[config.mk]
export PLATFORM = sky130hd
export DESIGN_NAME = servo_bus_bridge_packet_tracker
export DESIGN_NICKNAME = d
export VERILOG_FILES = /design/src/hw/rtl/sbbpt_pkg.sv /design/src/hw/rtl/sbbpt_framer.sv /design/src/hw/rtl/servo_bus_bridge_packet_tracker.sv
export SDC_FILE = /design/constraint.sdc
export NUM_CORES = 1
export LEC_CHECK = 0
export ABC_AREA = 1
export BUFFER_PORTS_ARGS = -buffer_cell sky130_fd_sc_hd__buf_2
export CORE_MARGIN = 3
export CORE_UTILIZATION = 65
export CTS_BUF_LIST = sky130_fd_sc_hd__clkbuf_8
export CTS_CLUSTER_SIZE = 16
export DETAILED_ROUTE_END_ITERATION = 16
export GPL_TIMING_DRIVEN = 1
export HOLD_SLACK_MARGIN = 0.08
export PLACE_DENSITY = 0.83
export REMOVE_ABC_BUFFERS = 1
export SYNTH_ARGS = -nofsm -noshare
export SYNTH_HDL_FRONTEND = slang
export SYNTH_SLANG_ARGS = --single-unit
[constraint.sdc]
create_clock -name i_clk -period 9.7 [get_ports i_clk]
set_input_delay 0 -clock i_clk [delete_from_list [all_inputs] [get_ports i_clk]]
set_output_delay 0 -clock i_clk [all_outputs]
set_load 0.05 [all_outputs]
[src/hw/rtl/sbbpt_pkg.sv]
// ----------------------------------------------------------------------------
// sbbpt_pkg
// Types and constants shared by the servo bus packet tracker modules.
// ----------------------------------------------------------------------------
package sbbpt_pkg;

    localparam logic [3:0] PH_IDLE      = 4'd0;
    localparam logic [3:0] PH_SYNC1     = 4'd1;
    localparam logic [3:0] PH_SYNC2     = 4'd2;
    localparam logic [3:0] PH_SHORT_LEN = 4'd3;
    localparam logic [3:0] PH_RSVD      = 4'd4;
    localparam logic [3:0] PH_LONG_ID   = 4'd5;
    localparam logic [3:0] PH_LONG_LO   = 4'd6;
    localparam logic [3:0] PH_LONG_HI   = 4'd7;
    localparam logic [3:0] PH_FIRST     = 4'd8;
    localparam logic [3:0] PH_BODY      = 4'd9;

    localparam logic [1:0] FMT_NONE  = 2'd0;
    localparam logic [1:0] FMT_SHORT = 2'd1;
    localparam logic [1:0] FMT_LONG  = 2'd2;

    localparam logic [7:0] SYNC_BYTE         = 8'hFF;
    localparam logic [7:0] LONG_MARK         = 8'hFD;
    localparam logic [7:0] SUM_GOOD          = 8'hFF;
    localparam logic [7:0] INSTR_BULK_READ   = 8'h92;
    localparam logic [7:0] INSTR_BULK_STATUS = 8'h12;
    localparam logic [7:0] BULK_READ_OVERHD  = 8'd3;
    localparam logic [1:0] STATUS_SKIP       = 2'd2;

    typedef struct packed {
        logic       counted;
        logic       first;
        logic       frame_end;
        logic       sum_bad;
        logic [1:0] format;
        logic [7:0] len_lo;
    } t_frm_status;

    // floor(x / 3) for 8-bit x by reciprocal multiply
    function automatic logic [7:0] div3(input logic [7:0] x);
        logic [15:0] prod;
        prod = {8'd0, x} * 16'd171;
        return {1'b0, prod[15:9]};
    endfunction

endpackage

[src/hw/rtl/sbbpt_framer.sv]
// ----------------------------------------------------------------------------
// sbbpt_framer
// Per-port packet framer: sync search, short/long header, payload count
// and short-format checksum.
// ----------------------------------------------------------------------------
module sbbpt_framer
    import sbbpt_pkg::*;
(
    input  logic        i_clk,
    input  logic        i_rst_n,
    input  logic        i_en,
    input  logic [7:0]  i_byte,
    output t_frm_status o_status
);

    logic [3:0]  r_phase, n_phase;
    logic [1:0]  r_format, n_format;
    logic [7:0]  r_sum, n_sum;
    logic [15:0] r_rem, n_rem;
    logic        counted;
    logic        first;
    logic        frame_end;

    always_comb begin
        n_phase   = r_phase;
        n_format  = r_format;
        n_sum     = r_sum;
        n_rem     = r_rem;
        counted   = 1'b0;
        first     = 1'b0;
        frame_end = 1'b0;
        unique case (r_phase)
            PH_SYNC1: begin
                n_phase = (i_byte == SYNC_BYTE) ? PH_SYNC2 : PH_IDLE;
            end
            PH_SYNC2: begin
                if (i_byte == LONG_MARK) begin
                    n_phase  = PH_RSVD;
                    n_format = FMT_LONG;
                end else begin
                    n_phase  = PH_SHORT_LEN;
                    n_format = FMT_SHORT;
                    n_sum    = i_byte;
                end
            end
            PH_SHORT_LEN: begin
                n_phase = PH_FIRST;
                n_rem   = {8'd0, i_byte};
                n_sum   = r_sum + i_byte;
            end
            PH_RSVD: begin
                n_phase = PH_LONG_ID;
            end
            PH_LONG_ID: begin
                n_phase = PH_LONG_LO;
            end
            PH_LONG_LO: begin
                n_phase = PH_LONG_HI;
                n_rem   = {8'd0, i_byte};
            end
            PH_LONG_HI: begin
                n_phase = PH_FIRST;
                n_rem   = {i_byte, r_rem[7:0]};
            end
            PH_FIRST: begin
                n_phase = PH_BODY;
                counted = 1'b1;
                first   = 1'b1;
            end
            PH_BODY: begin
                counted = 1'b1;
            end
            default: begin
                n_phase = (i_byte == SYNC_BYTE) ? PH_SYNC1 : PH_IDLE;
            end
        endcase
        if (counted) begin
            n_sum = r_sum + i_byte;
            n_rem = r_rem - 16'd1;
            if (n_rem == 16'd0) begin
                n_phase   = PH_IDLE;
                frame_end = 1'b1;
            end
        end
    end

    always_comb begin
        o_status.counted   = counted;
        o_status.first     = first;
        o_status.frame_end = frame_end;
        o_status.sum_bad   = frame_end && (n_format == FMT_SHORT) && (n_sum != SUM_GOOD);
        o_status.format    = n_format;
        o_status.len_lo    = r_rem[7:0];
    end

    always_ff @(posedge i_clk) begin
        if (!i_rst_n) begin
            r_phase  <= PH_IDLE;
            r_format <= FMT_NONE;
            r_sum    <= 8'd0;
            r_rem    <= 16'd0;
        end else if (i_en) begin
            r_phase  <= n_phase;
            r_format <= n_format;
            r_sum    <= n_sum;
            r_rem    <= n_rem;
        end
    end

endmodule

[src/hw/rtl/servo_bus_bridge_packet_tracker.sv]
// ----------------------------------------------------------------------------
// servo_bus_bridge_packet_tracker
// Two-port servo bus packet tracker with bulk-response counting.
// ----------------------------------------------------------------------------
// Takes one received byte per cycle when the output is not stalled, tagged in tuser
// with its port (0 host command, 1 servo response), and returns exactly one status
// request per byte. Each byte passes an input register and then a result register
// before its status request is presented; the per-port framer state updates as a
// byte moves from the input register to the result register, which sustains one
// byte per cycle while the output is not stalled. tlast on the output marks the byte
// that completes a packet.
module servo_bus_bridge_packet_tracker
    import sbbpt_pkg::*;
(
    input  logic        i_clk,
    input  logic        i_rst_n,
    input  logic        i_s_axis_tvalid,
    output logic        o_s_axis_tready,
    input  logic [7:0]  i_s_axis_tdata,   // [7:0] rx_byte
    input  logic        i_s_axis_tuser,   // [0] func
    output logic        o_m_axis_tvalid,
    input  logic        i_m_axis_tready,
    output logic [15:0] o_m_axis_tdata,   // [0] sum_bad, [1] returns_complete,
                                          // [9:2] returns_pending,
                                          // [11:10] frame_format, [15:12] zero
    output logic        o_m_axis_tlast,   // frame_end
    output logic        o_m_axis_tuser    // [0] src_port
);

    logic        r_in_valid;
    logic        r_in_func;
    logic [7:0]  r_in_byte;

    logic        r_out_valid;
    logic        r_out_src;
    logic        r_out_last;
    logic        r_out_bad;
    logic        r_out_done;
    logic [7:0]  r_out_pend;
    logic [1:0]  r_out_fmt;

    logic [1:0]  r_countdown, n_countdown;
    logic [7:0]  r_expected, n_expected;
    logic        n_done;

    logic        adv;
    logic        step;
    t_frm_status cmd_st;
    t_frm_status rsp_st;

    assign adv             = !r_out_valid || i_m_axis_tready;
    assign step            = adv && r_in_valid;
    assign o_s_axis_tready = !r_in_valid || adv;

    sbbpt_framer u_cmd_framer (
        .i_clk    (i_clk),
        .i_rst_n  (i_rst_n),
        .i_en     (step && !r_in_func),
        .i_byte   (r_in_byte),
        .o_status (cmd_st)
    );

    sbbpt_framer u_rsp_framer (
        .i_clk    (i_clk),
        .i_rst_n  (i_rst_n),
        .i_en     (step && r_in_func),
        .i_byte   (r_in_byte),
        .o_status (rsp_st)
    );

    always_comb begin
        n_expected  = r_expected;
        n_countdown = r_countdown;
        n_done      = 1'b0;
        if (!r_in_func) begin
            if (cmd_st.first && (cmd_st.format == FMT_SHORT)) begin
                if (r_in_byte == INSTR_BULK_READ) begin
                    n_expected = (cmd_st.len_lo >= BULK_READ_OVERHD)
                        ? div3(cmd_st.len_lo - BULK_READ_OVERHD) : 8'd0;
                end else if (r_in_byte == INSTR_BULK_STATUS) begin
                    n_countdown = STATUS_SKIP;
                end
            end
            if (cmd_st.counted && (n_countdown != 2'd0)) begin
                n_countdown = n_countdown - 2'd1;
                if (n_countdown == 2'd0) begin
                    n_expected = r_in_byte;
                end
            end
        end else if (rsp_st.frame_end) begin
            if (r_expected <= 8'd1) begin
                n_done = 1'b1;
            end else begin
                n_expected = r_expected - 8'd1;
            end
        end
    end

    always_ff @(posedge i_clk) begin
        if (!i_rst_n) begin
            r_in_valid  <= 1'b0;
            r_out_valid <= 1'b0;
            r_countdown <= 2'd0;
            r_expected  <= 8'd0;
        end else begin
            if (o_s_axis_tready) begin
                r_in_valid <= i_s_axis_tvalid;
            end
            if (adv) begin
                r_out_valid <= r_in_valid;
            end
            if (step) begin
                r_countdown <= n_countdown;
                r_expected  <= n_expected;
            end
        end
    end

    always_ff @(posedge i_clk) begin
        if (o_s_axis_tready && i_s_axis_tvalid) begin
            r_in_func <= i_s_axis_tuser;
            r_in_byte <= i_s_axis_tdata;
        end
        if (step) begin
            r_out_src  <= r_in_func;
            r_out_last <= r_in_func ? rsp_st.frame_end : cmd_st.frame_end;
            r_out_bad  <= r_in_func ? rsp_st.sum_bad : cmd_st.sum_bad;
            r_out_fmt  <= r_in_func ? rsp_st.format : cmd_st.format;
            r_out_done <= n_done;
            r_out_pend <= n_expected;
        end
    end

    assign o_m_axis_tvalid = r_out_valid;
    assign o_m_axis_tdata  = {4'd0, r_out_fmt, r_out_pend, r_out_done, r_out_bad};
    assign o_m_axis_tlast  = r_out_last;
    assign o_m_axis_tuser  = r_out_src;

endmodule
### Yosys cells after proc, flatten, opt, wreduce, memory -nomap -nowiden

Cells that the tools add are included.

| word-level totals | value |
|---|---|
| input port bits | 13 |
| output and inout port bits | 20 |
| word-level logic and storage cells | 142 |
| register bits | 95 |

| cells by class | value |
|---|---|
| bitwise gates (word level) | 1 |
| $mul | 1 |
| eq/ne operators | 28 |
| reductions and logical operators | 35 |
| multiplexer cells | 46 |
| $add $sub $neg | 7 |
| magnitude comparators | 2 |

Operator list:

| operator | count |
|---|---|
| two-way mux 8 bit | 11 |
| case mux 16 bit (2 select lines) | 2 |
| case mux 4 bit (8 select lines) | 2 |
| equality test 4 x 3 -> 1 bit, second input constant | 8 |
| zero test 16 bit | 2 |
| two-way mux 16 bit | 2 |
| case mux 8 bit (2 select lines) | 2 |
| subtractor 16 x 1 -> 16 bit, second input constant | 2 |
| equality test 8 bit, second input constant | 3 |
| two-way mux 2 bit | 10 |
| adder 8 bit | 2 |
| equality test 4 x 2 -> 1 bit, second input constant | 4 |
| equality test 4 bit, second input constant | 4 |
| multiplier 8 x 8 -> 16 bit, second input constant | 1 |
| two-way mux 4 bit | 4 |
| inequality test 8 bit, second input constant | 2 |
| OR reduction 2 bit | 6 |
| two-way mux 1 bit | 11 |
| logical AND 1 bit | 10 |
| equality test 4 x 1 -> 1 bit, second input constant | 2 |
| equality test 8 x 5 -> 1 bit, second input constant | 1 |
| greater-or-equal comparator 8 x 2 -> 1 bit, second input constant | 1 |
| less-or-equal comparator 8 x 1 -> 1 bit, second input constant | 1 |
| AND reduction 2 bit | 4 |
| 14 further kinds | 23 |

### Logic depth before layout (Yosys ltp)

Gate-level depths: netlist (run 1).

| depth | value |
|---|---|
| depth after elaboration | 12 |
| mapped depth | 26 |
| mapped depth without buffers | 25 |

### Modules after synthesis

From an unflattened synthesis (run 1), not the netlist that was laid out.

| unflattened totals | value |
|---|---|
| cell total of the unflattened synthesis | 1343 |
| area, all modules | 8785.9 sq um |

Modules (own cells, without submodules):

| module | cells each | times used | area an instance (sq um) | sequential area each (sq um) |
|---|---|---|---|---|
| servo_bus_bridge_packet_tracker | 460 | 1 | 3379.5 | 930.9 |
| sbbpt_framer at u_rsp_framer | 442 | 1 | 2706.3 | 600.6 |
| sbbpt_framer at u_cmd_framer | 441 | 1 | 2700.1 | 600.6 |

### Worst setup path after synthesis (run 1)

Ideal clock, no wire load.

| path | value |
|---|---|
| path kind | flip-flop to flip-flop |
| start point | register u_cmd_framer.r_rem[2] |
| end point | register r_out_pend[6], data pin |
| required time | 9.447 ns |
| setup time | 0.253 ns |
| path buffers | 1 |
| data arrival time | 4.023 ns |
| cell stages (with the launch flop) | 24 |
| period minus slack after synthesis | 4.276 ns |
| path slack | 5.424 ns |
| path through | dfxtp_1 buf_2 nor2_1 nor2_1 xor2_1 nand2_1 inv_1 nor2_1 fa_1 inv_1 fa_1 fa_1 inv_1 ha_1 nand2_1 nand2_1 a31oi_1 nor2_1 nor2_1 nand3b_1 nand3_1 nand2_1 nand2_1 nand2_1 |

| between the ends | value |
|---|---|
| cells in the longest elaborated chain, start to end | 8 |
| elaborated cells between the ends (all ways) | 9 |
| those cells by class | add/sub: 1; mul: 1; order compare: 1; mux: 6 |

Ends and longest elaborated chain:

| item | RTL line | text |
|---|---|---|
| start: declaration | sbbpt_framer.sv:19 | `logic [15:0] r_rem, n_rem;` |
| start signal: assignment | sbbpt_framer.sv:106 | `r_rem <= n_rem;` |
| subtractor 8 x 2 -> 8 bit | servo_bus_bridge_packet_tracker.sv:79 | `? div3(cmd_st.len_lo - BULK_READ_OVERHD) : 8'd0;` |
| multiplier 8 x 8 -> 16 bit | sbbpt_pkg.sv:42 | `prod = {8'd0, x} * 16'd171;` |
| two-way mux 7 bit (*) | servo_bus_bridge_packet_tracker.sv:79 |  |
| two-way mux 8 bit (*) | servo_bus_bridge_packet_tracker.sv:77 | `if (r_in_byte == INSTR_BULK_READ) begin` |
| two-way mux 8 bit (*) | servo_bus_bridge_packet_tracker.sv:76 | `if (cmd_st.first && (cmd_st.format == FMT_SHORT)) begin` |
| two-way mux 8 bit | servo_bus_bridge_packet_tracker.sv:86 | `if (n_countdown == 2'd0) begin` |
| two-way mux 8 bit (*) | servo_bus_bridge_packet_tracker.sv:84 | `if (cmd_st.counted && (n_countdown != 2'd0)) begin` |
| two-way mux 8 bit (*) | servo_bus_bridge_packet_tracker.sv:75 | `if (!r_in_func) begin` |
| named net n_expected[6] | servo_bus_bridge_packet_tracker.sv:43 | `logic [7:0] r_expected, n_expected;` |
| end signal: assignment | servo_bus_bridge_packet_tracker.sv:130 | `r_out_pend <= n_expected;` |
| end: declaration | servo_bus_bridge_packet_tracker.sv:39 | `logic [7:0] r_out_pend;` |

Mark *: on every way through the listed nets, which the timed path passes. The rest lies on a longest branch.
A chain may end at the register's enable or synchronous reset.

### Worst setup path after layout (run 1)

| path | value |
|---|---|
| start point | register u_cmd_framer.r_rem[2] |
| end point | register r_expected[6] |

| between the ends | value |
|---|---|
| cells in the longest elaborated chain, start to end | 8 |
| elaborated cells between the ends (all ways) | 9 |
| those cells by class | add/sub: 1; mul: 1; order compare: 1; mux: 6 |

Ends and longest elaborated chain:

| item | RTL line | text |
|---|---|---|
| subtractor 8 x 2 -> 8 bit | servo_bus_bridge_packet_tracker.sv:79 |  |
| multiplier 8 x 8 -> 16 bit | sbbpt_pkg.sv:42 |  |
| two-way mux 7 bit (*) | servo_bus_bridge_packet_tracker.sv:79 |  |
| two-way mux 8 bit (*) | servo_bus_bridge_packet_tracker.sv:77 |  |
| two-way mux 8 bit (*) | servo_bus_bridge_packet_tracker.sv:76 |  |
| two-way mux 8 bit | servo_bus_bridge_packet_tracker.sv:86 |  |
| two-way mux 8 bit (*) | servo_bus_bridge_packet_tracker.sv:84 |  |
| two-way mux 8 bit (*) | servo_bus_bridge_packet_tracker.sv:75 |  |
| end signal: assignment | servo_bus_bridge_packet_tracker.sv:114 | `r_expected <= n_expected;` |
| end: declaration | servo_bus_bridge_packet_tracker.sv:43 |  |

Mark *: on every way between the ends. The rest lies on a longest branch, timed or not.

==> reports/metrics.csv, run 1 <==
metric,value,unit
DRC,0,
"Cell Chain, Critical Path",nor2_1 > nor2_1 > xor2_1 > nand2_1 > inv_1 > nor2_1 > fa_1 > inv_1 > fa_1 > fa_1 > inv_1 > ha_1 > nand2_1 > nand2_1 > a31oi_1 > nor2_1 > nor2_1 > nand3b_1 > nand3_1 > nand2_1 > nand2_1 > nand3_1 > nand2_1 > inv_1,
pwr/cell area,106,nW/um^2
n_diodes,0,
setup TNS,0,ps
DP Worst Slack,4960,ps
worst hold-check path type,in2reg,
total CTS buffers,9,
row cnt,40,
worst hold path depth,3,
Via-to-Cell Ratio,5.88,
"Slowest-stage cell, CP",fa_1,
synthesized netlist cell count,1211,
Worst path most repeated cell,nand2_1,
Filler Cell Count,1043,
Die Y,119,um
IO Pins,33,
Iter 0 DRT Violations,966,
layout cells sized above 1,8.66,%
Fin Hold WS,206,ps
Die X,119,um
CP peak stage delay,540,ps
core area,12300,sq um
antenna-violating nets left,0,
TritonCTS clock tree,done,
post-synthesis sequential element count,95,
Post-synth top cells,"nand2_1, inv_1, nor2_1, a21oi_1, o21ai_0",
Final Skew,18.2,ps
post-synthesis adder-cell area fraction,12.4,%
Non-Filler Instances,1403,
dominant cells by area after synthesis,"dfxtp_1, nand2_1, ha_1",
post-synthesis compound-gate area fraction,18.2,%
Simple-Gate Fraction of Synth Area,29.1,%
fin worst setup slack,4970,ps
post-synthesis mux area share,0,%
GPL Wtd Cong,0.900,
critical-path maximum fanout,6,
most common cell in the netlist,nand2_1,
largest net degree at the start of global routing,36,
final core occ,71.7,%
Worst path depth,24,
IO Port Bufs,28,
library cells used by synthesis,56,
Final Max Slew Viols,0,
clock net sink count,95,
GRT met3 Usage,5.22,%
Ys Warns,0,
post-synthesis xor/xnor area fraction,3.38,%
ys flop type,dfxtp_1,
Post-Route WL,21700,um
kind of cell adding the most delay to the critical path,adder cells,
crit start category,flop,
GRT Overall Usage,30.5,%
Worst-Skew Late Latency,400,ps
DP HPWL,15500,um
post-synthesis async set-or-reset flop share,0,%
"Buf+Inv Stages, Crit Path",4,
GRT met1 Usage,40.2,%
Worst-path clk slew,90,ps
"Avg Cell Area, Syn",6.85,sq um
Final min period,4730,ps
CTS Buffer Depth,2,
Post-synth EDFFs,23,
Final Hold Fails,0,
Max Clock Freq,211,MHz
Vias,8243,
area grow syn2layout,6.03,%
met2 GRT Util,49.3,%
Setup Buffers After CTS,0,
initial antenna violation count,0,
Mapped Area,8290,sq um
H-tree depth,3,
Root Driver,clkbuf_8,
cell taking the most area after synthesis,dfxtp_1,
kind of critical path,reg2reg,
die area,14200,sq um
maximum vdd drop,0.124,mV
number of global-route vias before repair,7536,
Required @ worst endpoint,9990,ps
share of the synthesized area in the top cell type,17.4,%
Worst EP arrival,5020,ps
largest family of logic cells by synthesized area,simple AND/OR/NAND/NOR gates,
status,"complete, no violations",
Initial Util,67.6,%
worst-margin pin slew,1060,ps
post-layout net count,1317,
GRT Max-Usage Layer,met2,
setup violators final,0,
DR pass1 iterations,7,
routed len/inst,15.4,um
Worst R2R Path Depth,24,
RSZ-0062 raised after global routing,false,
Overflow after GRT,0,
Placed Cells incl. Taps,1374,
"Seq/Total Area, Yosys",25.7,%
Critical Path End Type,flop,
Max transition margin,28.8,%
Max Cap Viol,0,
LEAKAGE,0.00427,uW
Final Cycle Share,48.8,%
first-pass GRT wire length,35500,um
## cell families after synthesis
logic type / Yosys count
other cells: 1
simple gates: 523
buf+inv: 224
fa+ha+maj: 74
xor+xnor: 32
compound gates: 262
flops: 95
## per-layer routing
metal	up-vias	part of all wire, %
met1	3733	43
met2	390	45
li1	4057	-
met4	0	3.2
met5	-	0
met3	63	8.5
## registers in the layout, indices dropped and copies added (netlist names), 2 cells and up
name                   count
r_countdown                2
r_expected                 8
r_in_byte                  8
r_out_fmt                  2
r_out_pend                 8
u_cmd_framer.r_format      2
u_cmd_framer.r_phase       4
u_cmd_framer.r_rem        16
u_cmd_framer.r_sum         8
u_rsp_framer.r_format      2
u_rsp_framer.r_phase       4
u_rsp_framer.r_rem        16
u_rsp_framer.r_sum         8
## metrics by stage
stage	power, uW	instance area (sq um)
4_1_cts	930	8790
3_3_place_gp	635	8450
3_5_place_dp	639	8450
2_1_floorplan	590	8080
5_1_grt	975	8790
6_report	933	8790
## power breakdown
group	total, uW	internal (uW)	switching [uW]
registers	441	421	19.8
clock network	293	144	150
logic	199	66.2	133
total	933	631	302
## final timing paths
path                                        startpoint                endpoint  slack (ps)
worst max register to register   u_cmd_framer.r_rem[2]           r_expected[6]        4970
worst min-delay path                           i_rst_n          r_countdown[0]         210
worst min register to register  u_cmd_framer.r_rem[15]  u_cmd_framer.r_rem[15]         510
worst max-delay path             u_cmd_framer.r_rem[2]           r_expected[6]        4970
## tightest hold or removal path, cell delays in order
cell     delay, ps
buf_2          340
nand2_1        160
a21oi_1         30
## cells in the final DEF (no fill, tap or decap), types with 8 or more instances in the layout
cell type      synthesis  routed
a31oi_1                9       9
nand2_2               14      14
fa_1                  14      14
a21oi_1              101     101
nor2_2                13      13
o21bai_1              10      10
nand3_1               72      72
inv_1                173     174
xnor2_1               10      10
a221oi_1               8       8
dfxtp_1               72      72
xor2_1                22      22
buf_2                  8      28
ha_1                  60      60
nand2_1              244     244
clkbuf_8               2       9
dlygate4sd3_1          0      13
inv_2                 10      10
edfxtp_1              23      23
o211ai_1              15      15
nand3b_1               9       9
nor2_1               107     107
o21ai_0               79      79
nor3_1                12      12
nand4_1               24      24
## repair_timing
action	in CTS	in global routing
hold buffers	13	0
endpoints found under the hold margin	11	0
gates resized for setup	0	0
## cell type report
cell class	count	area (sq um)	area share (%)
multi-input cells	895	5250	59.7
flip-flops and latches	95	2130	24.2
inverters	185	696	7.91
repair buffers	44	293	3.33
well taps	168	210	2.39
clock buffers	9	124	1.41
clock inverters	7	88.8	1.01
Power figures use the tool's default switching activity.
==> inputs of run 2 (changes only) <==
==> constraint.sdc (replaced) <==
create_clock -name i_clk -period 4.55 [get_ports i_clk]
set_input_delay 0 -clock i_clk [delete_from_list [all_inputs] [get_ports i_clk]]
set_output_delay 0 -clock i_clk [all_outputs]
set_load 0.05 [all_outputs]
==> run 2 against run 1 <==
- die area is the same
- worst setup slack lost 4700 ps
- critical path depth shrank 1
- global-route usage grew 1.6 points
- final cell count grew 1.3%
- largest power group unchanged
- highest routed layer unchanged
==> reports/metrics.csv, run 2 (synthesized netlist as in run 1, its figures left out) <==
metric,value,unit
DR pass1 iterations,8,
Final Cycle Share,94.8,%
post-route cell area,8990,sq um
GPL Wtd Cong,0.934,
fin worst setup slack,236,ps
total CTS buffers,9,
n_diodes,0,
Tot Pwr,2030,uW
Final Hold Fails,0,
kind of critical path,reg2reg,
Final Skew,13.3,ps
first-pass GRT wire length,37200,um
clock net sink count,95,
Worst EP arrival,4460,ps
initial antenna violation count,0,
TritonCTS clock tree,done,
Max transition margin,45.7,%
GRT Overall Usage,32.1,%
Post-Route WL,22500,um
Final Max Slew Viols,0,
Post-DP Area,8590,sq um
crit start category,flop,
Setup Buffers After CTS,0,
worst-margin pin slew,812,ps
H-tree depth,3,
RSZ-0062 raised after global routing,false,
most frequent cells in the layout,"nand2_1, inv_1, nor2_1",
Die X,119,um
pwr/cell area,225,nW/um^2
Die Y,119,um
Max Clock Freq,232,MHz
IO Port Bufs,28,
DP HPWL,16500,um
worst hold-check path type,in2reg,
number of global-route vias before repair,7782,
antenna-violating nets left,0,
setup violators final,0,
layout cells sized above 1,11.0,%
Via-to-Cell Ratio,5.87,
LEAKAGE,0.00437,uW
Initial Util,67.6,%
die area,14200,sq um
Non-Filler Instances,1421,
"commonest non-fill, non-tap cell in the layout",nand2_1,
critical-path maximum fanout,6,
Critical Path End Type,flop,
Required @ worst endpoint,4700,ps
Final min period,4310,ps
Root Driver,clkbuf_8,
maximum vdd drop,0.262,mV
largest net degree at the start of global routing,36,
post-layout net count,1335,
area grow syn2layout,8.43,%
Top Registers,"u_cmd_framer.r_rem x16, u_rsp_framer.r_rem x16",
core area,12300,sq um
DP Worst Slack,-43.9,ps
DRC,0,
Worst-Skew Late Latency,390,ps
Iter 0 DRT Violations,845,
Max Cap Viol,0,
Placed Cells incl. Taps,1392,
row cnt,40,
Vias,8347,
IO Pins,33,
CTS Buffer Depth,2,
Overflow after GRT,0,
routed len/inst,15.8,um
Worst-path clk slew,90,ps
status,"complete, no violations",
run 2: changes by cell type in the layout (fill, tap and decap cells not counted), moves of 2 or more:
| cell | previous run | this run |
|---|---|---|
| xor2_2 | 0 | 2 |
| xor2_1 | 22 | 20 |
| dfxtp_1 | 72 | 69 |
| nor2_2 | 13 | 16 |
| dfxtp_2 | 0 | 2 |
| buf_4 | 3 | 21 |
| nor2_1 | 107 | 104 |
run 2: power breakdown:
group | total [uW] | switching [uW] | internal (uW) | leakage [uW]
Sequential | 929 | 32.9 | 896 | 0.000809
Combinational | 452 | 303 | 149 | 0.00345
Clock | 645 | 322 | 323 | 0.000110
run 2: repair_timing:
action / 4_1_cts / 5_1_grt
endpoints found under the setup margin: 2 / 11
gates cloned: 0 / 0
pin swaps: 0 / 1
gates resized for setup: 1 / 13
hold endpoints to repair: 11 / 0
hold buffers: 13 / 0
run 2: path summary, 6_finish.rpt:
| kind | from | to | slack, ps | cells past startpoint |
|---|---|---|---|---|
| hold / removal | i_rst_n | r_countdown[0] | 190 | 3 |
| setup reg to reg | u_cmd_framer.r_rem[2] | r_out_pend[6] | 240 | 23 |
| hold reg to reg | u_cmd_framer.r_format[1] | u_cmd_framer.r_format[1] | 510 | 2 |
| setup / recovery | u_cmd_framer.r_rem[2] | r_out_pend[6] | 240 | 23 |
run 2: layer usage:
layer	track usage (%)	wire [um]	vias up
met5	0	0	-
met4	14.0	826	0
met3	5.46	2010	71
met2	51.7	10300	407
met1	42.5	9370	3781
li1	-	-	4088
run 2: critical path, cell delays in order (launching register included):
cell	delay, ps
dfxtp_4	380
nor2_1	150
nor2_2	90
buf_4	150
nor2_2	150
xor2_2	120
buf_4	170
ha_1	260
inv_1	50
fa_1	510
inv_1	40
ha_1	280
ha_1	290
ha_1	380
inv_1	150
o21bai_1	150
a31oi_4	190
nor2_1	60
nor2_1	130
nand3b_1	100
nand3_1	100
nand2_1	50
nand2_1	70
nand2_1	60
run 2: stage by stage:
step	utilization [%]	hold WS [ps]	setup TNS, ps
final	73.3	193	0
after global routing	73.3	218	0
after CTS	72.9	170	0
after detailed placement	70.0	178	-66.0
after global placement	70.0	177	0
after floorplan	-	98.9	0
run 2: final cells by class:
cell class | count | area (sq um)
timing repair buffer | 62 | 428
fill | 1030 | 3270
multi-input combinational | 895 | 5300
sequential | 95 | 2140
inverter | 185 | 696
clock inverter | 6 | 85.1
clock buffer | 10 | 138
tap | 168 | 210
